<file path="src/sv/bzs_pkg.sv">
// Shared types and constants for the cubic Bezier segment generator.
`timescale 1ns / 1ps

package bzs_pkg;

	// Field and register widths
	localparam int COORD_W   = 16;
	localparam int STEP_W    = 10;
	localparam int CFG_IDX_W = 3;

	// Datapath widths: coefficients stay at or below N^3 < 2^30, products and sums
	// fit 47 signed bits, magnitudes 46 bits, quotients 16 bits.
	localparam int SQ_W     = 2 * STEP_W;
	localparam int COEF_W   = 3 * STEP_W;
	localparam int PROD_W   = 47;
	localparam int MAG_W    = PROD_W - 1;
	localparam int QUO_W    = COORD_W;

	// Step queue between front and back (depth is a power of two)
	localparam int QDEPTH  = 2;
	localparam int QPTR_W  = $clog2(QDEPTH);
	localparam int QCNT_W  = $clog2(QDEPTH + 1);

	// Configuration register indexes
	typedef enum logic [CFG_IDX_W-1:0] {
		REG_P0_X,
		REG_P0_Y,
		REG_P1_X,
		REG_P1_Y,
		REG_P2_X,
		REG_P2_Y,
		REG_P3_X,
		REG_P3_Y
	} cfg_reg_t;

	// One classified step on its way to the back end
	typedef struct packed {
		logic [STEP_W-1:0] k;
		logic              fin;
	} step_t;

	// Queue status seen by the front and the back
	typedef struct packed {
		logic not_empty;
		logic full;
	} q_status_t;

endpackage

</file>
<file path="src/sv/bzs_front.sv">
// Front end: accepts input words, tracks the step counter and queues steps.
`timescale 1ns / 1ps

module bzs_front #(
	parameter int STEPS = 200
) (
	input  logic               clk,
	input  logic               arst_n,
	input  logic               in_valid,
	output logic               in_ready,
	input  logic               restart,
	input  bzs_pkg::q_status_t q_stat,
	output logic               push,
	output bzs_pkg::step_t     push_data
);

	localparam logic [bzs_pkg::STEP_W-1:0] N = bzs_pkg::STEP_W'(STEPS);

	logic [bzs_pkg::STEP_W-1:0] step_q;
	logic [bzs_pkg::STEP_W-1:0] k_sel;
	logic                       fin;

	// Pick the step for this word: restart or an out-of-range count goes to zero
	always_comb begin
		k_sel = restart ? '0 : step_q;
		if (k_sel > N) begin
			k_sel = '0;
		end
	end

	assign fin            = (k_sel == N);
	assign in_ready       = !q_stat.full;
	assign push           = in_valid && in_ready;
	assign push_data.k    = k_sel;
	assign push_data.fin  = fin;

	// Advance the step counter, wrap after the final step
	always_ff @(posedge clk or negedge arst_n) begin
		if (!arst_n) begin
			step_q <= '0;
		end else if (push) begin
			step_q <= fin ? '0 : k_sel + 1'b1;
		end
	end

endmodule

</file>
<file path="config.mk">
export PLATFORM = sky130hd
export DESIGN_NAME = bzs_front
export DESIGN_NICKNAME = d
export VERILOG_FILES = /design/src/sv/bzs_pkg.sv /design/src/sv/bzs_front.sv
export SDC_FILE = /design/constraint.sdc
export NUM_CORES = 1
export LEC_CHECK = 0
export BUFFER_PORTS_ARGS = -buffer_cell sky130_fd_sc_hd__buf_2
export CORE_UTILIZATION = 25
export CTS_BUF_LIST = sky130_fd_sc_hd__clkbuf_16
export DETAILED_ROUTE_END_ITERATION = 6
export PLACE_DENSITY = 0.47
export SYNTH_ARGS = -nofsm -noshare
export SYNTH_HDL_FRONTEND = slang
export SYNTH_SLANG_ARGS = --single-unit
export TNS_END_PERCENT = 30
</file>
<file path="constraint.sdc">
create_clock -name clk -period 3.1 [get_ports clk]
set_input_delay 0 -clock clk [delete_from_list [all_inputs] [get_ports clk]]
set_output_delay 0 -clock clk [all_outputs]
set_load 0.005 [all_outputs]
</file>
After elaboration in Yosys (flattened, before gate mapping)
Cells that the tools add are included.
- add/subtract/negate cells: 1
- magnitude comparators: 1
- eq/ne operators: 1
- multiplexer cells: 3
- reductions and logical operators: 2
- operators with widths (operator ; count):
    two-way mux 10 bit ; 3
    adder 10 x 1 -> 10 bit, second input constant ; 1
    == test 10 x 8 -> 1 bit, second input constant ; 1
    greater-than comparator 10 x 8 -> 1 bit, second input constant ; 1
    logical AND 1 bit ; 1
    logical NOT 1 bit ; 1
- bits in registers: 10
- bits of input ports: 6
- output and inout bits: 13
- word-level logic and storage cells: 9

Longest topological paths before layout
Gate-level depths: netlist (run 1).
- depth after elaboration: 5
- depth in mapped cells: 10
- mapped depth without buffers: 9

Worst setup path before layout (run 1)
Ideal clock, no wire load.
- kind: flip-flop to flip-flop
- from: register step_q[0] in the netlist's numbering
- to: register step_q[4] in the netlist's numbering
- setup time: 0.124 ns
- arrival time: 2.008 ns
- required time: 2.976 ns
- slack: 0.968 ns
- stages on the path, launching flop included: 9
- path buffers: 0
- clock period less this slack: 2.132 ns
- cells stage by stage: dfrtp_1 o31a_1 o21ai_1 nand2_1 nor2_1 ha_1 and3_1 nor4_1 a211o_1
- RTL lines (what ; RTL line ; source):
    start: declaration ; bzs_front.sv:19 ; logic [bzs_pkg::STEP_W-1:0] step_q;
    start signal: assignment ; bzs_front.sv:42 ; step_q <= fin ? '0 : k_sel + 1'b1;

==> reports/summary.txt, run 1 <==
minimum hold slack = 0.161 ns
master cell of the clock root buffer = sky130_fd_sc_hd__clkbuf_16
H-tree levels = 1
effective utilization at floorplan = 26.1%
first-pass GRT wire length = 3.11 mm
die footprint = 0.00307 mm²
routed wire length = 1.77 mm
cell class contributing the biggest share of worst-path delay = simple AND/OR/NAND/NOR gates
post-route standard cell area excluding fillers = 892 µm²
Final WS setup = 0.522 ns
share of the synthesized area in the top cell type = 35.1%
vias in the first global route = 668
DP Wirelength = 1.29 mm
floorplan die width = 55.4 µm
leading post-synthesis cells by cell area = sky130_fd_sc_hd__dfrtp_1 (35%), sky130_fd_sc_hd__and3_1 (4.4%), sky130_fd_sc_hd__nand3_1 (4.2%)
Die Span Y = 55.4 µm
largest registers ranked by flip-flop count = step_q x10
endpoints failing hold = 0
category of the worst setup path launch point = flip-flop
worst vdd rail ir drop = 0.000310 V
pin count of the biggest net entering global routing = 15
total core area = 0.00273 mm²
TritonCTS Buffers = 3
total vias in the final route = 695
commonest register cell after synthesis = sky130_fd_sc_hd__dfrtp_1
Placed Instance Area = 803 µm²
CP max-delay cell = sky130_fd_sc_hd__dfrtp_1
layout cells sized above 1 = 23.5%
launching point of the worst reg2reg path = step_q[6]$_DFFE_PN0P_
port buffer count = 15
power density over the cells = 694 mW/mm²
average detailed-routed wire length per instance = 13.3 µm
DRC Markers = 0
maximum fanout along the worst path = 8
total of max-cap violations = 0
path class of the lowest-slack min-delay path = input port to asynchronous set/reset pin
commonest cells after routing, fill and taps aside = sky130_fd_sc_hd__buf_2 (15), sky130_fd_sc_hd__dfrtp_1 (10), sky130_fd_sc_hd__nand2_1 (8)
crit path time final = 2.58 ns
proportion of total power due to net switching = 33.2%
clk_lat worst skew = 0.24 ns
initial antenna violation count = 0
DR vias/cell = 5.23
cells traversed along the worst timing path = and3b_1 -> o21ai_1 -> and3_1 -> inv_1 -> ha_1 -> nor2b_1 -> nand4_1 -> nor3_1 -> buf_2
clk sink count = 10
Worst Path Arrival = 2.58 ns
peak clock frequency supported by timing = 388 MHz
number of rows created at floorplan = 19
delay contributed by the slowest stage of the critical path = 0.45 ns
critical path start-end classification = flip-flop to primary output
register with the most flip-flops = step_q
status = complete, no violations
endpoint class of the critical path = primary output
post-synthesis instance area = 713 µm²
transition time at the pin with the least slew margin = 0.520 ns
count of different cell masters after synthesis = 40
non-filler cells, final = 133
CP required = 3.10 ns
Bufs on Longest Clock Path = 2
net switching power = 0.206 mW
clock network fraction of design power = 38.0%
Comb pwr share = 27.8%
placement-stage worst setup slack = 0.663 ns
Post-Syn Area per Cell = 8.29 µm²
TritonCTS clock tree = done
final setup violation count = 0
number of setup buffers added after CTS = 0
Synth area leader = sky130_fd_sc_hd__dfrtp_1
unrepaired setup endpoints after global routing = false
worst-case register-to-register setup slack = 0.66 ns
setup skew after layout = 0.00108 ns
setup TNS = 0 ns
Critical R2R Capture = step_q[2]$_DFFE_PN0P_
violation count after the first detailed-route iteration = 17
combined buffer and inverter count along the critical path = 2
fin nets = 111
post-route clock period utilization = 83.1%
clock-pin transition on the worst setup and hold timing paths = 0.04 ns
Final ANT Viol Nets = 0
Reg2Reg Depth = 9
Post-synth EDFFs = 0
count of final max-slew check failures = 0
Slew HR = 65.3%
IO Count = 19
ant diodes = 0
most common cell after layout, fill and taps aside = sky130_fd_sc_hd__buf_2
Internal = 0.413 mW
number of placed instances, taps included = 128
synthesized flop and latch total = 10
P&R area growth vs syn = 25.1%
yosys synthesis warning count = 0
Leakage = 0.440 nW
overall overflow remaining after global route = 0
weighted congestion at the end of routability-driven global placement = 0.696
sequential cell area fraction in the yosys report = 35.1%
Async SR Flop Fraction = 100%
first-pass detailed-route iteration total = 4
GR Util All Layers = 13.0%
share of total power in sequential cells = 34.1%
max reg flops = 10
Synth Instances = 86
[metal layers]
layer	up-vias	GRT usage, %	wire length (µm)
met2	19	20.5	859
li1	343	-	-
met3	2	3.04	63
met5	-	0	0
met4	0	6.43	20
met1	331	16.7	827
[worst reg2reg max path: cells and delay by family (launching register included)]
| family | cells | cell delay (ns) |
|---|---|---|
| AO/OA/AOI/OAI | 3 | 0.64 |
| flip-flops | 1 | 0.45 |
| adder cells (fa/ha/maj) | 1 | 0.12 |
| AND/OR/NAND/NOR | 4 | 1.04 |
| buffers and inverters | 1 | 0.07 |
[Yosys cell counts (2+ instances only)]
library cell	instances
sky130_fd_sc_hd__ha_1	2
sky130_fd_sc_hd__nand2_1	8
sky130_fd_sc_hd__clkbuf_1	2
sky130_fd_sc_hd__nand3_1	6
sky130_fd_sc_hd__inv_1	6
sky130_fd_sc_hd__dfrtp_1	10
sky130_fd_sc_hd__nand4_1	2
sky130_fd_sc_hd__and2_1	2
sky130_fd_sc_hd__and3_1	5
sky130_fd_sc_hd__or3_1	2
sky130_fd_sc_hd__o21ai_0	3
sky130_fd_sc_hd__nor2_1	6
sky130_fd_sc_hd__buf_4	3
sky130_fd_sc_hd__nor3_1	3
[power by group through the flow]
stage	Combinational, mW	Clock (mW)	Sequential [mW]
final	0.172	0.236	0.211
after global routing	0.198	0.244	0.217
after detailed placement	0.174	0	0.211
after global placement	0.172	0	0.210
after floorplan	0.137	0	0.189
after CTS	0.175	0.237	0.209
[worst max-delay path by stage]
stage | to | cells past startpoint | slack (ns) | startpoint
2_1_floorplan | step_q[4]$_DFFE_PN0P_ | 8 | 0.97 | step_q[0]$_DFFE_PN0P_
3_3_place_gp | step_q[4]$_DFFE_PN0P_ | 8 | 0.67 | step_q[5]$_DFFE_PN0P_
3_5_place_dp | step_q[1]$_DFFE_PN0P_ | 9 | 0.66 | step_q[6]$_DFFE_PN0P_
4_1_cts | push_data[0] | 9 | 0.51 | step_q[6]$_DFFE_PN0P_
5_1_grt | push_data[0] | 9 | 0.18 | step_q[6]$_DFFE_PN0P_
6_report | push_data[0] | 9 | 0.52 | step_q[6]$_DFFE_PN0P_
[cell families after synthesis]
family          after synthesis  share of synthesized area, %
simple gates                 42                          32.3
compound gates               18                          19.1
buf+inv                      12                          8.07
flops                        10                          35.1
fa+ha+maj                     2                          3.51
mux                           1                          1.40
other cells                   1                         0.526
[metrics by stage]
stage	utilization (%)	power, mW
2_1_floorplan	-	0.326
3_3_place_gp	29.4	0.382
3_5_place_dp	29.4	0.385
4_1_cts	32.6	0.621
5_1_grt	32.6	0.659
6_report	32.6	0.619
[area by class of cell]
cell class / instances / area [µm²]
Clock inverter: 1 / 3.75
Inverter: 6 / 22.5
Fill cell: 306 / 1840
Timing Repair Buffer: 17 / 92.6
Multi-Input combinational cell: 65 / 409
Sequential cell: 10 / 250
Tap cell: 31 / 38.8
Clock buffer: 3 / 75.1
[what timing repair did]
action                    CTS  global route
gates resized for setup     0             0
hold buffers                1             0
hold endpoints to repair   10             0
Power figures use the tool's default switching activity.
==> inputs of run 2 (changes only) <==
ABC_AREA = 1   (was not set)
clock period = 2.56 ns   (was 3.1 ns; I/O delays follow)
==> run 2 against run 1 <==
The run now ends with design-rule violations left. Core utilization is 1.1 points higher. Cell area is 6.2% higher. Combinational power is 66% lower. Synthesized area is 6.0% higher. Total power is 19% lower. Sequential power is 19% lower. Sequential share of layout area is 1.6 points lower. Sequential cell count stayed put. Routed wire length is 7.4% lower. First-iteration DRC count is 12% lower. Cell count is 22% higher. Largest power group unchanged. Critical path depth is 5 higher.
==> reports/summary.txt, run 2 <==
port buffer count = 15 (unchanged)
Worst Path Arrival = 2.35 ns (-0.23 ns)
GR Util All Layers = 11.6% (-1.4 points)
status = finished, violations left
first-pass detailed-route iteration total = 6 (+2)
clk_lat worst skew = 0.23 ns (about the same)
Internal = 0.392 mW (-5.3%)
CP required = 2.73 ns (-0.37 ns)
fin nets = 140 (+26%)
initial antenna violation count = 0 (unchanged)
maximum fanout along the worst path = 6 (-2)
yosys synthesis warning count = 0 (unchanged)
net switching power = 0.107 mW (-48%)
pin count of the biggest net entering global routing = 11 (-4)
total of max-cap violations = 0 (unchanged)
peak clock frequency supported by timing = 460 MHz
P&R area growth vs syn = 25.3%
average detailed-routed wire length per instance = 10.1 µm (-24%)
setup TNS = 0 ns (unchanged)
cell class contributing the biggest share of worst-path delay = simple AND/OR/NAND/NOR gates
category of the worst setup path launch point = flip-flop
violated checks = design-rule violations
register with the most flip-flops = step_q
overall overflow remaining after global route = 0 (unchanged)
DRC Markers = 2 (+2)
share of total power in sequential cells = 34.1% (about the same)
post-synthesis instance area = 756 µm² (+6.0%)
crit path time final = 2.18 ns
most common cell after layout, fill and taps aside = sky130_fd_sc_hd__nand2_1
effective utilization at floorplan = 26.9% (+0.85 points)
final setup violation count = 0 (unchanged)
floorplan die width = 57.0 µm (+2.8%)
post-route clock period utilization = 85.0%
total core area = 0.00281 mm² (+2.6%)
layout cells sized above 1 = 24.4% (+0.90 points)
Post-synth top cells = sky130_fd_sc_hd__nand2_1 (27), sky130_fd_sc_hd__inv_1 (21), sky130_fd_sc_hd__nor2_1 (12)
clock-pin transition on the worst setup and hold timing paths = 0.04 ns (about the same)
largest registers ranked by flip-flop count = step_q x10
critical path start-end classification = flip-flop to flip-flop
ant diodes = 0 (unchanged)
share of the synthesized area in the top cell type = 33.1% (-2.0 points)
first-pass GRT wire length = 2.88 mm (-7.3%)
violation count after the first detailed-route iteration = 15 (-2)
die footprint = 0.00325 mm² (+5.7%)
count of final max-slew check failures = 0 (unchanged)
clk sink count = 10 (unchanged)
total vias in the final route = 716 (+3.0%)
commonest cells after routing, fill and taps aside = sky130_fd_sc_hd__nand2_1 (27), sky130_fd_sc_hd__inv_1 (21), sky130_fd_sc_hd__buf_2 (15)
most repeated cell in the gate-level netlist after synthesis = sky130_fd_sc_hd__nand2_1
Final ANT Viol Nets = 0 (unchanged)
clock network fraction of design power = 54.2% (+16 points)
routed wire length = 1.64 mm (-7.4%)
DR vias/cell = 4.42 (-15%)
commonest register cell after synthesis = sky130_fd_sc_hd__dfrtp_1
Post-synth EDFFs = 0 (unchanged)
path class of the lowest-slack min-delay path = input port to asynchronous set/reset pin
weighted congestion at the end of routability-driven global placement = 0.829 (+19%)
Synth area leader = sky130_fd_sc_hd__dfrtp_1
sequential cell area fraction in the yosys report = 33.1% (-2.0 points)
TritonCTS Buffers = 3 (unchanged)
Bufs on Longest Clock Path = 2 (unchanged)
master cell of the clock root buffer = sky130_fd_sc_hd__clkbuf_16
leading post-synthesis cells by cell area = sky130_fd_sc_hd__dfrtp_1 (33%), sky130_fd_sc_hd__nand2_1 (13%), sky130_fd_sc_hd__inv_1 (10%)
cells traversed along the worst timing path = o21ai_0 -> nor2_1 -> nor2_4 -> nand2_4 -> nor3_1 -> inv_1 -> ha_1 -> nand3_1 -> nor3_1 -> nand2_2 -> nand2_2 -> inv_2 -> nand3_1 -> nand2_1
Leakage = 0.589 nW (+34%)
endpoint class of the critical path = flip-flop
setup skew after layout = 0.000906 ns (-0.000173 ns)
Post-Syn Area per Cell = 6.75 µm² (-19%)
Synth Instances = 112 (+30%)
DP Wirelength = 1.38 mm (+6.6%)
Die Span Y = 57.0 µm (+2.8%)
IO Count = 19 (unchanged)
max reg flops = 10 (unchanged)
worst vdd rail ir drop = 0.000432 V (+39%)
proportion of total power due to net switching = 21.5% (-12 points)
count of different cell masters after synthesis = 23 (-43%)
number of rows created at floorplan = 19 (unchanged)
power density over the cells = 526 mW/mm² (-24%)
CP max-delay cell = sky130_fd_sc_hd__dfrtp_1
delay contributed by the slowest stage of the critical path = 0.42 ns (-0.03 ns)
H-tree levels = 1 (unchanged)
number of cells upsized or downsized after cts = 0 (unchanged)
Async SR Flop Fraction = 100% (unchanged)
Comb pwr share = 11.7% (-16 points)
combined buffer and inverter count along the critical path = 2 (unchanged)
share of the core filled with cells = 33.8% (+1.1 points)
vias in the first global route = 705 (+5.5%)
endpoints failing hold = 0 (unchanged)
TritonCTS clock tree = done
unrepaired setup endpoints after global routing = false
synthesized flop and latch total = 10 (unchanged)
## run 2: cell types whose count changed after synthesis, moves of 3 or more
cell	before	now
sky130_fd_sc_hd__inv_1	6	21
sky130_fd_sc_hd__inv_2	0	3
sky130_fd_sc_hd__nor2_1	6	12
sky130_fd_sc_hd__and3_1	5	0
sky130_fd_sc_hd__nand3_1	6	10
sky130_fd_sc_hd__nand2_2	0	3
sky130_fd_sc_hd__nand2_1	8	27
## run 2: worst paths after layout
path	start	to	slack, ns	depth (start not counted)
setup reg to reg	step_q[4]$_DFFE_PN0P_	step_q[6]$_DFFE_PN0P_	0.38	14
setup / recovery	step_q[4]$_DFFE_PN0P_	step_q[6]$_DFFE_PN0P_	0.38	14
hold / removal	arst_n	step_q[1]$_DFFE_PN0P_	0.15	2
min in group clk	in_valid	step_q[7]$_DFFE_PN0P_	0.16	4
hold reg to reg	step_q[2]$_DFFE_PN0P_	step_q[2]$_DFFE_PN0P_	0.49	2
max in group asynchronous	arst_n	step_q[6]$_DFFE_PN0P_	2.22	2
## run 2: layer usage
layer	wire length (µm)	part of all wire, %	global-route usage (%)
met5	0	0	0
met4	64	3.9	7.32
met3	104	6.3	2.95
met2	722	44	17.8
met1	747	46	14.6
## run 2: repair_timing
action	CTS	global route
setup buffers	0	0
hold endpoints to repair	10	0
hold buffers	1	0
## run 2: kinds of logic after synthesis
logic type / after synthesis / synth area share (%)
and+or+nand+nor: 64 / 42.9
buffers and inverters: 28 / 15.4
DFF: 10 / 33.1
AOI/OAI and AO/OA: 7 / 4.80
adders and majority gates: 2 / 3.31
other: 1 / 0.496
## run 2: cell type report
cell class	count	area, µm²
inverter	25	93.8
sequential	10	250
clock inverter	1	3.75
clock buffer	3	75.1
tap	31	38.8
multi-input combinational	75	393
timing repair buffer	17	92.6
fill	309	1860
## run 2: worst reg2reg max path: stages (launching register included)
cell,delay [ns]
sky130_fd_sc_hd__dfrtp_1,0.42
sky130_fd_sc_hd__o21ai_0,0.17
sky130_fd_sc_hd__nor2_1,0.09
sky130_fd_sc_hd__nor2_4,0.12
sky130_fd_sc_hd__nand2_4,0.08
sky130_fd_sc_hd__nor3_1,0.35
sky130_fd_sc_hd__inv_1,0.09
sky130_fd_sc_hd__ha_1,0.21
sky130_fd_sc_hd__nand3_1,0.08
sky130_fd_sc_hd__nor3_1,0.07
sky130_fd_sc_hd__nand2_2,0.09
sky130_fd_sc_hd__nand2_2,0.10
sky130_fd_sc_hd__inv_2,0.10
sky130_fd_sc_hd__nand3_1,0.09
sky130_fd_sc_hd__nand2_1,0.07
## run 2: power by group through the flow
stage	logic, mW	clock network (mW)	registers, mW
2_1_floorplan	0.0385	0	0.171
3_3_place_gp	0.0572	0	0.172
3_5_place_dp	0.0582	0	0.172
4_1_cts	0.0594	0.280	0.170
5_1_grt	0.0682	0.292	0.170
6_report	0.0583	0.270	0.170
## run 2: metrics by stage
stage	worst slack [ns]	hold WS [ns]	total power [mW]	std cells	instance area (µm²)
global placement	0.417	-0.125	0.229	157	858
floorplan	0.523	-0.296	0.210	113	759
global route	0.122	0.181	0.531	162	947
detailed placement	0.367	-0.124	0.230	157	858
finish	0.385	0.153	0.499	162	947
CTS	0.354	0.157	0.509	162	947
