### src/sv/bzs_pkg.sv
// Shared types and constants for the cubic Bezier segment generator.
`timescale 1ns / 1ps

package bzs_pkg;

	// Field and register widths
	localparam int COORD_W   = 16;
	localparam int STEP_W    = 10;
	localparam int CFG_IDX_W = 3;

	// Datapath widths: coefficients stay at or below N^3 < 2^30, products and sums
	// fit 47 signed bits, magnitudes 46 bits, quotients 16 bits.
	localparam int SQ_W     = 2 * STEP_W;
	localparam int COEF_W   = 3 * STEP_W;
	localparam int PROD_W   = 47;
	localparam int MAG_W    = PROD_W - 1;
	localparam int QUO_W    = COORD_W;

	// Step queue between front and back (depth is a power of two)
	localparam int QDEPTH  = 2;
	localparam int QPTR_W  = $clog2(QDEPTH);
	localparam int QCNT_W  = $clog2(QDEPTH + 1);

	// Configuration register indexes
	typedef enum logic [CFG_IDX_W-1:0] {
		REG_P0_X,
		REG_P0_Y,
		REG_P1_X,
		REG_P1_Y,
		REG_P2_X,
		REG_P2_Y,
		REG_P3_X,
		REG_P3_Y
	} cfg_reg_t;

	// One classified step on its way to the back end
	typedef struct packed {
		logic [STEP_W-1:0] k;
		logic              fin;
	} step_t;

	// Queue status seen by the front and the back
	typedef struct packed {
		logic not_empty;
		logic full;
	} q_status_t;

endpackage

### src/sv/bzs_queue.sv
// Short step queue that decouples the front end from the back end.
`timescale 1ns / 1ps

module bzs_queue (
	input  logic               clk,
	input  logic               arst_n,
	input  logic               push,
	input  bzs_pkg::step_t     push_data,
	input  logic               pop,
	output bzs_pkg::step_t     pop_data,
	output bzs_pkg::q_status_t q_stat
);

	bzs_pkg::step_t                    entry_q [bzs_pkg::QDEPTH];
	logic [bzs_pkg::QPTR_W-1:0]        wr_ptr_q;
	logic [bzs_pkg::QPTR_W-1:0]        rd_ptr_q;
	logic [bzs_pkg::QCNT_W-1:0]        count_q;

	// Store a word at the write pointer
	always_ff @(posedge clk) begin
		if (push) begin
			entry_q[wr_ptr_q] <= push_data;
		end
	end

	// Advance pointers and track fill level
	always_ff @(posedge clk or negedge arst_n) begin
		if (!arst_n) begin
			wr_ptr_q <= '0;
			rd_ptr_q <= '0;
			count_q  <= '0;
		end else begin
			if (push) begin
				wr_ptr_q <= wr_ptr_q + 1'b1;
			end
			if (pop) begin
				rd_ptr_q <= rd_ptr_q + 1'b1;
			end
			if (push && !pop) begin
				count_q <= count_q + 1'b1;
			end else if (pop && !push) begin
				count_q <= count_q - 1'b1;
			end
		end
	end

	assign pop_data         = entry_q[rd_ptr_q];
	assign q_stat.not_empty = (count_q != '0);
	assign q_stat.full      = (count_q == bzs_pkg::QCNT_W'(bzs_pkg::QDEPTH));

endmodule

### config.mk
export PLATFORM = sky130hd
export DESIGN_NAME = bzs_queue
export DESIGN_NICKNAME = d
export VERILOG_FILES = /design/src/sv/bzs_pkg.sv /design/src/sv/bzs_queue.sv
export SDC_FILE = /design/constraint.sdc
export NUM_CORES = 1
export LEC_CHECK = 0
export ABC_CLOCK_PERIOD_IN_PS = 1550
export BUFFER_PORTS_ARGS = -buffer_cell sky130_fd_sc_hd__buf_2
export CELL_PAD_IN_SITES_DETAIL_PLACEMENT = 2
export CELL_PAD_IN_SITES_GLOBAL_PLACEMENT = 2
export CORE_MARGIN = 5
export CORE_UTILIZATION = 36
export CTS_CLUSTER_SIZE = 30
export DETAILED_ROUTE_END_ITERATION = 10
export HOLD_SLACK_MARGIN = 0.03
export PLACE_DENSITY_LB_ADDON = 0.1
export SYNTH_ARGS = -nofsm -noshare
export SYNTH_HDL_FRONTEND = slang
export SYNTH_SLANG_ARGS = --single-unit
export TNS_END_PERCENT = 20
### constraint.sdc
create_clock -name clk -period 1.55 [get_ports clk]
set_input_delay 0.155 -clock clk [delete_from_list [all_inputs] [get_ports clk]]
set_output_delay 0.155 -clock clk [all_outputs]
set_load 0.01 [all_outputs]
# Word-level counts from Yosys, hierarchy flattened
# Memory sizes are Yosys's and may differ from the RTL's.
# Index checks and enable logic that the tools add are counted.
# Widths: inputs -> output; s select.
word_totals:
  regBits: 4
  latchBits: 0
  ram_bits: 22
  mem_bits_ro: 0
  in_bits: 15
  out_inout_bits: 13
  word_cells: 19
  mem_count: 1
classes:
  n_addsub: 4
  multipliers: 0
  div_mod_pow: 0
  magnitude_cmp: 0
  n_eq_ne: 1
  n_shift: 0
  mux: 4
  bitwise: 0
  reduce_logical: 6
memory_table:
  columns: ["memory", "words", "word_bits", "rd", "rd_clocked_by_memory_dff", "write_ports", "line", "rtl"]
  rows:
  - ["entry_q", 2, 11, 1, 0, 1, "bzs_queue.sv:14", "bzs_pkg::step_t entry_q [bzs_pkg::QDEPTH];"]
ops:
  columns: ["operator", "count"]
  rows:
  - ["$mux 2", 2]
  - ["$reduce_bool 2->1", 2]
  - ["$add 1x1->1 const B", 2]
  - ["$add 2x1->2 const B", 1]
  - ["$eq 2x2->1 const B", 1]
  - ["$logic_and 1x1->1", 2]
  - ["$logic_not 1->1", 2]
  - ["$mux 1", 2]
  - ["$sub 2x1->2 const B", 1]

# Longest topological paths before layout
# Gate-level depths: netlist (run 1).
depth:
  word_depth: 4
  mapped_depth: 5
  ltp_nobuf: 5

# Least setup slack after synthesis (run 1)
# OpenSTA, ideal clock, no wires.
synth_timing:
  kind: "reg-to-reg"
  startpoint: "reg wr_ptr_q"
  endpoint: "mem entry_q[0][0] in the netlist's numbering (enable)"
  setup_time_ns: 0.380
  t_arrival_ns: 0.919
  required_ns: 1.170
  slack_ns: 0.251
  stages_incl_launch_ff: 2
  n_path_buf: 0
  synth_period_minus_slack_ns: 1.299
  cell_sequence: "dfrtp_1 nor2b_1"
synth_lines:
  columns: ["element", "line", "rtl"]
  rows:
  - ["start, declared", "bzs_queue.sv:15", "logic [bzs_pkg::QPTR_W-1:0] wr_ptr_q;"]
  - ["start signal, assigned", "bzs_queue.sv:34", "wr_ptr_q <= wr_ptr_q + 1'b1;"]
  - ["end, declared", "bzs_queue.sv:14", null]
# No word-level cell before the write port.

==> impl_results.md, run 1 <==
- Buffer count from post-CTS setup fixing: 0
- Max FO, Critical Path: 4
- Slowest Stage Delay on Critical Path: 0.43 ns
- Clk pin slew, worst setup/hold paths: 0.14 ns
- ANT nets after route: 0
- Hold depth: 2
- Layout Skew: 0.003713 ns
- Largest net degree at the start of global routing: 16
- Die width: 63.22 µm
- Root Driver: clkbuf_4
- Synth top cells by count: edfxtp_1 (22), mux2_4 (9), dfrtp_1 (4), xor2_1 (4), mux2_2 (2)
- Cell family with most CP delay: flip-flops
- YS warnings: 0
- Initial Utilization: 37.30%
- Crit share post-route: 97.19%
- Worst Setup Path Type: reg2out
- Max Clk Rate: 663.8 MHz
- Fillers: 239
- P_int: 1.731 mW
- Worst Tran Pin Value: 0.1623 ns
- Fin. max-slew vios: 0
- CP max stage cell: dfrtp_1
- All-Layer GR Usage: 10.00%
- Largest cells by area after synthesis: edfxtp_1 (65%), mux2_4 (13%), dfrtp_1 (9.8%)
- CP Buf/Inv Count: 2
- CP startpoint: rd_ptr_q$_DFFE_PN0P_
- CP arrival: 1.35 ns
- Die Y: 63.22 µm
- RR Startpoint: wr_ptr_q$_DFFE_PN0P_
- Post-synth EDFFs: 22
- Vias/cell: 4.602
- Clk_lat worst skew: 0.32 ns
- Hold Crit Class: in2reg
- LEAKAGE: 0.6139 nW
- Minimum clock period: 1.507 ns
- CP Launch Type: flip-flop
- Sw power: 643.3 µW
- Syn_nets: 66
- CTS Buf Count: 3
- Top_reg_cell synth: edfxtp_1
- Congestion Overflow GR: 0
- Final setup TNS: 0 ns
- Post-Route WL: 1.884 mm
- Drt first-iter violations: 7
- WL/cell: 14.72 µm
- CP Data Required Time: 1.39 ns
- Port Buffers: 27
- Power Dens Cells: 1644 nW/µm²
- Vias in the first global route: 683
- Yosys top cell area share: 64.79%
- Comb pwr share: 37.6%
- Cells after DPL: 111
- CTS tree: built
- Rel. slew slack: 89.18%
- CP cell instances: buf_4 > mux2_4 > buf_2
- Ant. Diodes: 0
- Setup-failing EPs final: 0
- Core area: 2734 µm²
- Fin. Hold Viols: 0
- Cell Rows: 19
- Sw frac: 27.10%
- Layout cells sized above 1: 48.45%
- Peak VDD IR: 0.7976 mV
- Clock Sinks: 26
- Worst hold start: push
- Area grow syn2layout: 41.59%
- Ports: 28
- Initial antenna violation count: 0
- Yosys cell types: 14
- Post-synthesis sequential element count: 26
- Reg2Reg Depth: 2
- Clock share of power: 19.5%
- CTS HTree Levels: 1
- Syn Inst Count: 50
- Clock buffer depth: 2
- CP endpoint kind: output port
- Final nets: 114
- Vias after detailed routing: 589
- Router iterations before antenna repair: 3
- DIE AREA: 3997 µm²
- Status: finished clean
- RSZ-0062 raised after global routing: true
- Top-count cell post-synth: edfxtp_1
- Drt drc: 0
- Gpl congestion: 0.6146
- CP Depth: 3
- Synthesized area per cell: 20.39 µm²
- First-pass GRT wire length: 3.132 mm
- Seq/Total Area, Yosys: 74.60%
- Non-filler cells, final: 128
- Cell type with the highest aggregate area in the netlist: edfxtp_1
- Cell Area, Synth: 1020 µm²
- Sequential group share of total power: 42.9%
- DP Wirelength: 1.287 mm
- # Max-Cap Violations: 0
- Asr flop ratio synth: 15.38%
layer usage:
layer	global-route usage (%)	part of all wire [%]	routed length [µm]	vias up
li1	-	-	-	277
met1	10.24	37	701	292
met2	18.97	56	1059	16
met3	2.131	4.7	88	4
met4	4.675	1.8	34	0
met5	0	0	0	-
cell families after synthesis:
kind of cell,count (synthesis),share of synthesized area (%)
flops,26,74.60
simple gates,5,2.946
fa+ha+maj,1,1.227
mux,11,15.46
buf+inv,2,1.472
xor+xnor,5,4.294
path summary, 6_finish.rpt:
check / endpoint / slack (ns)
max: pop_data[7] / 0.04
min: wr_ptr_q$_DFFE_PN0P_ / 0.06
max reg2reg: entry_q[0][9]$_DFFE_PP_ / 0.50
min reg2reg: count_q[1]$_DFFE_PN0P_ / 0.49
max in group asynchronous: wr_ptr_q$_DFFE_PN0P_ / 1.28
min in group asynchronous: rd_ptr_q$_DFFE_PN0P_ / 0.15
metrics by stage:
step                      hold WS (ns)  util [%]  total power [mW]  instance area [µm²]  setup slack (ns)
after floorplan                -0.1406         -             1.530                 1020            0.2511
after global placement        -0.02539     44.35             1.788                 1212            0.4007
after detailed placement      -0.02849     44.35             1.807                 1212            0.3647
after CTS                      0.03041     51.67             2.354                 1413           0.01196
after global routing           0.03978     52.81             2.498                 1444         -0.006905
final                          0.05649     52.81             2.374                 1444           0.04349
state kept, by name, summed over array words and instances (netlist names):
register  flops
count_q       2
entry_q      22
wr_ptr_q      1
rd_ptr_q      1
final cells by class:
| cell class | count | area, µm² | share of cell area, % |
|---|---|---|---|
| Sequential cell | 26 | 760.7 | 52.69 |
| Timing Repair Buffer | 44 | 336.6 | 23.31 |
| Clock buffer | 3 | 22.52 | 1.560 |
| Multi-Input combinational cell | 22 | 251.5 | 17.42 |
| Clock inverter | 1 | 30.03 | 2.080 |
| Tap cell | 31 | 38.79 | 2.686 |
| Inverter | 1 | 3.754 | 0.2600 |
timing repair:
item,in CTS,in global routing
hold buffers,13,0
hold endpoints to repair,27,0
gates resized for setup,4,5
cloned,0,0
setup endpoints to repair,4,7
cells in the final DEF (no fill, tap or decap), types with 3 or more instances in the layout:
cell type / count
xor2_1: 4
buf_6: 7
buf_2: 21
buf_4: 3
mux2_4: 11
dfrtp_1: 4
edfxtp_1: 22
dlygate4sd3_1: 13
clkbuf_4: 3
power groups by stage:
stage | Combinational (mW) | Sequential (mW) | Clock, mW
after floorplan | 0.510 | 1.02 | 0
after global placement | 0.764 | 1.02 | 0
after detailed placement | 0.772 | 1.04 | 0
after CTS | 0.842 | 1.02 | 0.490
after global routing | 0.956 | 1.04 | 0.503
final | 0.893 | 1.02 | 0.462
(Power assumes the default switching activity.)
==> run 2: changes to the inputs <==
--- a/config.mk
+++ b/config.mk
@@ -9,7 +9,7 @@
 export BUFFER_PORTS_ARGS = -buffer_cell sky130_fd_sc_hd__buf_2
 export CELL_PAD_IN_SITES_DETAIL_PLACEMENT = 2
 export CELL_PAD_IN_SITES_GLOBAL_PLACEMENT = 2
-export CORE_MARGIN = 5
+export CORE_MARGIN = 10
 export CORE_UTILIZATION = 36
 export CTS_CLUSTER_SIZE = 30
 export DETAILED_ROUTE_END_ITERATION = 10
==> impl_results.md, run 2 (synthesis results as in run 1) <==
- Status: finished clean
- Cell Rows: 19 (unchanged)
- CP max stage cell: dfrtp_1
- Post-Route WL: 2.067 mm (+9.7%)
- Total power: 2.123 mW (-11%)
- Clock buffer depth: 2 (unchanged)
- Clk pin slew, worst setup/hold paths: 0.13 ns (about the same)
- Minimum clock period: 1.471 ns (-0.03568 ns)
- Sw frac: 29.81% (+2.7 points)
- Rel. slew slack: 88.59% (-0.59 points)
- CP endpoint kind: output port
- Vias in the first global route: 685 (+0.29%)
- Vias after detailed routing: 576 (-2.2%)
- All-Layer GR Usage: 8.167% (-1.8 points)
- Drt drc: 0 (unchanged)
- LEAKAGE: 0.5845 nW (-4.8%)
- Drt first-iter violations: 15 (+8)
- Clock share of power: 13.2% (-6.3 points)
- Layout Skew: 0.002161 ns (-0.001552 ns)
- Peak VDD IR: 0.7979 mV (about the same)
- Fin. Hold Viols: 0 (unchanged)
- Layout cells sized above 1: 47.92% (-0.54 points)
- Vias/cell: 4.535 (-1.4%)
- Gpl congestion: 0.5751 (-6.4%)
- Area grow syn2layout: 34.36%
- Worst Setup Path Type: reg2out
- CP Data Required Time: 1.39 ns (about the same)
- Worst Hold Slack: 0.04315 ns (-0.01334 ns)
- Die Y: 73.22 µm (+16%)
- CTS tree: built
- Setup-failing EPs final: 0 (unchanged)
- Port Buffers: 27 (unchanged)
- RSZ-0062 raised after global routing: false
- Most common cell after layout, fill and taps aside: buf_2
- Ports: 28 (unchanged)
- Crit share post-route: 94.89% (-2.3 points)
- Clk_lat worst skew: 0.31 ns (about the same)
- Max FO, Critical Path: 8 (+4)
- Hold depth: 1 (-1)
- Initial Utilization: 37.30% (unchanged)
- ANT nets after route: 0 (unchanged)
- CP arrival: 1.32 ns (-0.03 ns)
- Post-DP Area: 1212 µm² (unchanged)
- Router iterations before antenna repair: 2 (-1)
- CTS Buf Count: 3 (unchanged)
- Ant. Diodes: 0 (unchanged)
- Design area: 1370 µm² (-5.1%)
- Largest net degree at the start of global routing: 15 (-1)
- Slowest Stage Delay on Critical Path: 0.41 ns (-0.02 ns)
- DIE AREA: 5361 µm² (+34%)
- Initial antenna violation count: 0 (unchanged)
- Final nets: 113 (-0.88%)
- Buffer count from post-CTS setup fixing: 0 (unchanged)
- Comb pwr share: 38.7% (+1.1 points)
- Hold Crit Class: in2reg
- Sw power: 632.9 µW (-1.6%)
- CP Launch Type: flip-flop
- Sequential group share of total power: 48.1% (+5.2 points)
- Fin. max-slew vios: 0 (unchanged)
- Clock Sinks: 26 (unchanged)
- Reg2Reg Depth: 2 (unchanged)
- Max Clk Rate: 679.9 MHz (+2.4%)
- CP cell instances: buf_6 > mux2_4 > buf_2
- Power Dens Cells: 1550 nW/µm² (-5.7%)
- # Max-Cap Violations: 0 (unchanged)
- Max reg flops: 22 (unchanged)
- CTS HTree Levels: 1 (unchanged)
- Congestion Overflow GR: 0 (unchanged)
- First-pass GRT wire length: 3.394 mm (+8.4%)
- Regs by FF count: entry_q: 22 flops, count_q: 2 flops
- Core area: 2734 µm² (unchanged)
- Largest Register: entry_q
- DP Wirelength: 1.609 mm (+25%)
- Die width: 73.22 µm (+16%)
- Final setup TNS: 0 ns (unchanged)
- Most frequent cells in the layout: buf_2 (27), edfxtp_1 (22), dlygate4sd3_1 (12), mux2_4 (11)
- Worst Tran Pin Value: 0.1711 ns (+0.008835 ns)
- Final Util: 50.11% (-2.7 points)
- WL/cell: 16.28 µm (+11%)
- Root Driver: clkbuf_4
- P_int: 1.490 mW (-14%)
## run 2: timing repair
item,4_1_cts,5_1_grt
resized for setup,0,3
hold buffers,11,1
setup endpoints to repair,0,6
hold endpoints to repair,23,1
## run 2: metrics by stage
stage	worst slack [ns]	std cells
final	0.07917	127
after global routing	0.009723	127
after CTS	0.001584	126
after detailed placement	0.3731	111
after global placement	0.4006	111
after floorplan	0.2511	50
## run 2: worst paths after layout
| path | startpoint | endpoint | slack (ns) |
|---|---|---|---|
| hold / removal | push_data[1] | entry_q[0][1]$_DFFE_PP_ | 0.04 |
| setup / recovery | rd_ptr_q$_DFFE_PN0P_ | pop_data[9] | 0.08 |
| setup reg to reg | wr_ptr_q$_DFFE_PN0P_ | entry_q[0][7]$_DFFE_PP_ | 0.50 |
| hold reg to reg | count_q[1]$_DFFE_PN0P_ | count_q[1]$_DFFE_PN0P_ | 0.50 |
| max in group asynchronous | arst_n | rd_ptr_q$_DFFE_PN0P_ | 1.27 |
| min in group asynchronous | arst_n | count_q[1]$_DFFE_PN0P_ | 0.16 |
## run 2: power groups by stage
stage | combinational [mW] | sequential, mW | clock [mW]
detailed placement | 0.800 | 1.04 | 0
global route | 0.901 | 1.05 | 0.321
finish | 0.821 | 1.02 | 0.281
floorplan | 0.510 | 1.02 | 0
global placement | 0.771 | 1.02 | 0
CTS | 0.822 | 1.02 | 0.297
## run 2: critical path: cells and delay by family (launching register included)
| kind | cells | cell delay, ns |
|---|---|---|
| flops | 1 | 0.41 |
| buf+inv | 2 | 0.30 |
| mux | 1 | 0.30 |
## run 2: final cells by class
class / instances / area (µm²)
multi-input combinational: 22 / 251.5
clock buffer: 3 / 22.52
clock inverter: 1 / 3.754
fill: 248 / 1364
timing repair buffer: 43 / 289.0
sequential: 26 / 760.7
inverter: 1 / 3.754
tap: 31 / 38.79
## run 2: metal layers
layer | track usage (%) | up-vias | wire length (µm)
met5 | 0 | - | 0
li1 | - | 275 | -
met3 | 2.993 | 2 | 147
met4 | 2.532 | 0 | 5
met1 | 8.835 | 283 | 830
met2 | 14.33 | 16 | 1084
==> run 3: changes to the inputs <==
--- a/config.mk
+++ b/config.mk
@@ -13,7 +13,7 @@
 export CORE_UTILIZATION = 36
 export CTS_CLUSTER_SIZE = 30
 export DETAILED_ROUTE_END_ITERATION = 10
-export HOLD_SLACK_MARGIN = 0.03
+export HOLD_SLACK_MARGIN = 0.06
 export PLACE_DENSITY_LB_ADDON = 0.1
 export SYNTH_ARGS = -nofsm -noshare
 export SYNTH_HDL_FRONTEND = slang
==> constraint.sdc (replaced) <==
create_clock -name clk -period 1.55 [get_ports clk]
set_input_delay 0.155 -clock clk [delete_from_list [all_inputs] [get_ports clk]]
set_output_delay 0.155 -clock clk [all_outputs]
set_load 0.005 [all_outputs]
==> impl_results.md, run 3 (synthesis results as in run 1) <==
- Status: finished clean
- Largest net degree at the start of global routing: 15 (unchanged)
- Fin. max-slew vios: 0 (unchanged)
- Initial Utilization: 37.30% (unchanged)
- Ant. Diodes: 0 (unchanged)
- CP arrival: 1.32 ns (about the same)
- Slowest Stage Delay on Critical Path: 0.38 ns (-0.03 ns)
- Final nets: 115 (+1.8%)
- DIE AREA: 5361 µm² (unchanged)
- CP Data Required Time: 1.39 ns (about the same)
- Most frequent cells in the layout: buf_2 (27), edfxtp_1 (22), dlygate4sd3_1 (14), mux2_4 (9)
- Max reg flops: 22 (unchanged)
- Hold Crit Class: in2async
- Peak VDD IR: 0.7942 mV (-0.46%)
- Die Y: 73.22 µm (unchanged)
- Die width: 73.22 µm (unchanged)
- Area of the multi-input gates: 244.0 µm² (-3.0%)
- Minimum clock period: 1.473 ns (+0.001858 ns)
- ANT nets after route: 0 (unchanged)
- CP max stage cell: dfrtp_1
- Total power: 2.047 mW (-3.6%)
- FF-to-FF setup slack: 0.50 ns (about the same)
- Clock buffer depth: 2 (unchanged)
- Clk_lat worst skew: 0.31 ns (about the same)
- Router iterations before antenna repair: 2 (unchanged)
- CTS tree: built
- Fin. Hold Viols: 0 (unchanged)
- Rel. slew slack: 87.96% (-0.63 points)
- Gpl congestion: 0.5751 (unchanged)
- Buffer count from post-CTS setup fixing: 0 (unchanged)
- Max Clk Rate: 679.0 MHz (-0.13%)
- Largest Register: entry_q
- CTS HTree Levels: 1 (unchanged)
- Worst Setup Path Type: reg2out
- Final Util: 50.57% (+0.46 points)
- All-Layer GR Usage: 8.500% (+0.33 points)
- CP endpoint kind: output port
- Fillers: 246 (-0.81%)
- Vias after detailed routing: 581 (+0.87%)
- LEAKAGE: 0.5843 nW (about the same)
- DP Wirelength: 1.609 mm (about the same)
- Drt drc: 0 (unchanged)
- # Max-Cap Violations: 0 (unchanged)
- First-pass GRT wire length: 3.519 mm (+3.7%)
- Worst Tran Pin Value: 0.1805 ns (+0.009440 ns)
- Power Dens Cells: 1480 nW/µm² (-4.5%)
- Ports: 28 (unchanged)
- Crit share post-route: 95.01% (+0.12 points)
- CP Launch Type: flip-flop
- Core area: 2734 µm² (unchanged)
- Area grow syn2layout: 35.58%
- Worst Hold Slack: 0.1646 ns (+0.1214 ns)
- Initial antenna violation count: 0 (unchanged)
- Port Buffers: 27 (unchanged)
- Setup-failing EPs final: 0 (unchanged)
- Clk pin slew, worst setup/hold paths: 0.13 ns (about the same)
- Cell Rows: 19 (unchanged)
- Most common cell after layout, fill and taps aside: buf_2
- WL/cell: 16.40 µm (+0.78%)
- Clock Sinks: 26 (unchanged)
- Vias in the first global route: 713 (+4.1%)
- CP cell instances: buf_6 > mux2_2 > buf_2
- CTS Buf Count: 3 (unchanged)
- Layout cells sized above 1: 46.94% (-0.98 points)
- Post-Route WL: 2.116 mm (+2.4%)
- RSZ-0062 raised after global routing: true
- Sequential cell area: 760.7 µm² (unchanged)
- Congestion Overflow GR: 0 (unchanged)
- Layout Skew: 0.006074 ns (+0.003913 ns)
- Vias/cell: 4.504 (-0.70%)
- Regs by FF count: entry_q: 22 flops, count_q: 2 flops
- Root Driver: clkbuf_4
- Drt first-iter violations: 10 (-5)
- Max FO, Critical Path: 8 (unchanged)
-- run 3: cell count changes in the layout (fill, tap and decap cells not counted) --
cell           before  now
dlygate4sd3_1      12   14
mux2_2              0    2
mux2_4             11    9
-- run 3: where the power goes --
part           total [mW]  internal [mW]  switching [mW]
sequential           1.02          0.943          0.0777
combinational       0.747          0.440           0.308
clock               0.278         0.0940           0.184
-- run 3: metal layers --
metal	up-vias	GRT usage (%)	part of all wire (%)
met3	2	2.857	6.6
met1	283	9.076	38
li1	280	-	-
met5	-	0	0
met4	0	2.532	0.24
met2	16	15.28	55
-- run 3: per-stage QoR --
step | worst slack (ns) | TNS, ns | std cells | area [µm²]
after global placement | 0.4133 | 0 | 111 | 1212
after global routing | -0.005611 | -0.008749 | 129 | 1383
after floorplan | 0.2511 | 0 | 50 | 1020
final | 0.07732 | 0 | 129 | 1383
after CTS | 0.01314 | 0 | 129 | 1379
after detailed placement | 0.3846 | 0 | 111 | 1212
-- run 3: final timing paths --
path | cells past startpoint | start | to
setup / recovery | 3 | rd_ptr_q$_DFFE_PN0P_ | pop_data[2]
hold / removal | 2 | arst_n | count_q[1]$_DFFE_PN0P_
setup reg to reg | 2 | wr_ptr_q$_DFFE_PN0P_ | entry_q[0][5]$_DFFE_PP_
hold reg to reg | 1 | count_q[1]$_DFFE_PN0P_ | count_q[1]$_DFFE_PN0P_
max in group asynchronous | 2 | arst_n | rd_ptr_q$_DFFE_PN0P_
min in group clk | 1 | count_q[1]$_DFFE_PN0P_ | count_q[1]$_DFFE_PN0P_
-- run 3: worst max-delay path, delay by kind of cell, from the launching register on --
| family | cells | cell delay (ns) |
|---|---|---|
| buf+inv | 2 | 0.29 |
| flops | 1 | 0.38 |
| mux | 1 | 0.34 |
-- run 3: layout make-up --
| cell class | count | share of cell area [%] |
|---|---|---|
| Inverter | 1 | 0.2715 |
| Clock inverter | 1 | 0.2715 |
| Timing Repair Buffer | 45 | 22.35 |
| Multi-Input combinational cell | 22 | 17.65 |
| Clock buffer | 3 | 1.629 |
| Tap cell | 31 | 2.805 |
| Sequential cell | 26 | 55.02 |
-- run 3: what timing repair did --
| action | 4_1_cts | 5_1_grt |
|---|---|---|
| gates resized for setup | 0 | 1 |
| hold buffers | 14 | 0 |
| endpoints found under the setup margin | 0 | 3 |
| hold endpoints to repair | 28 | 0 |
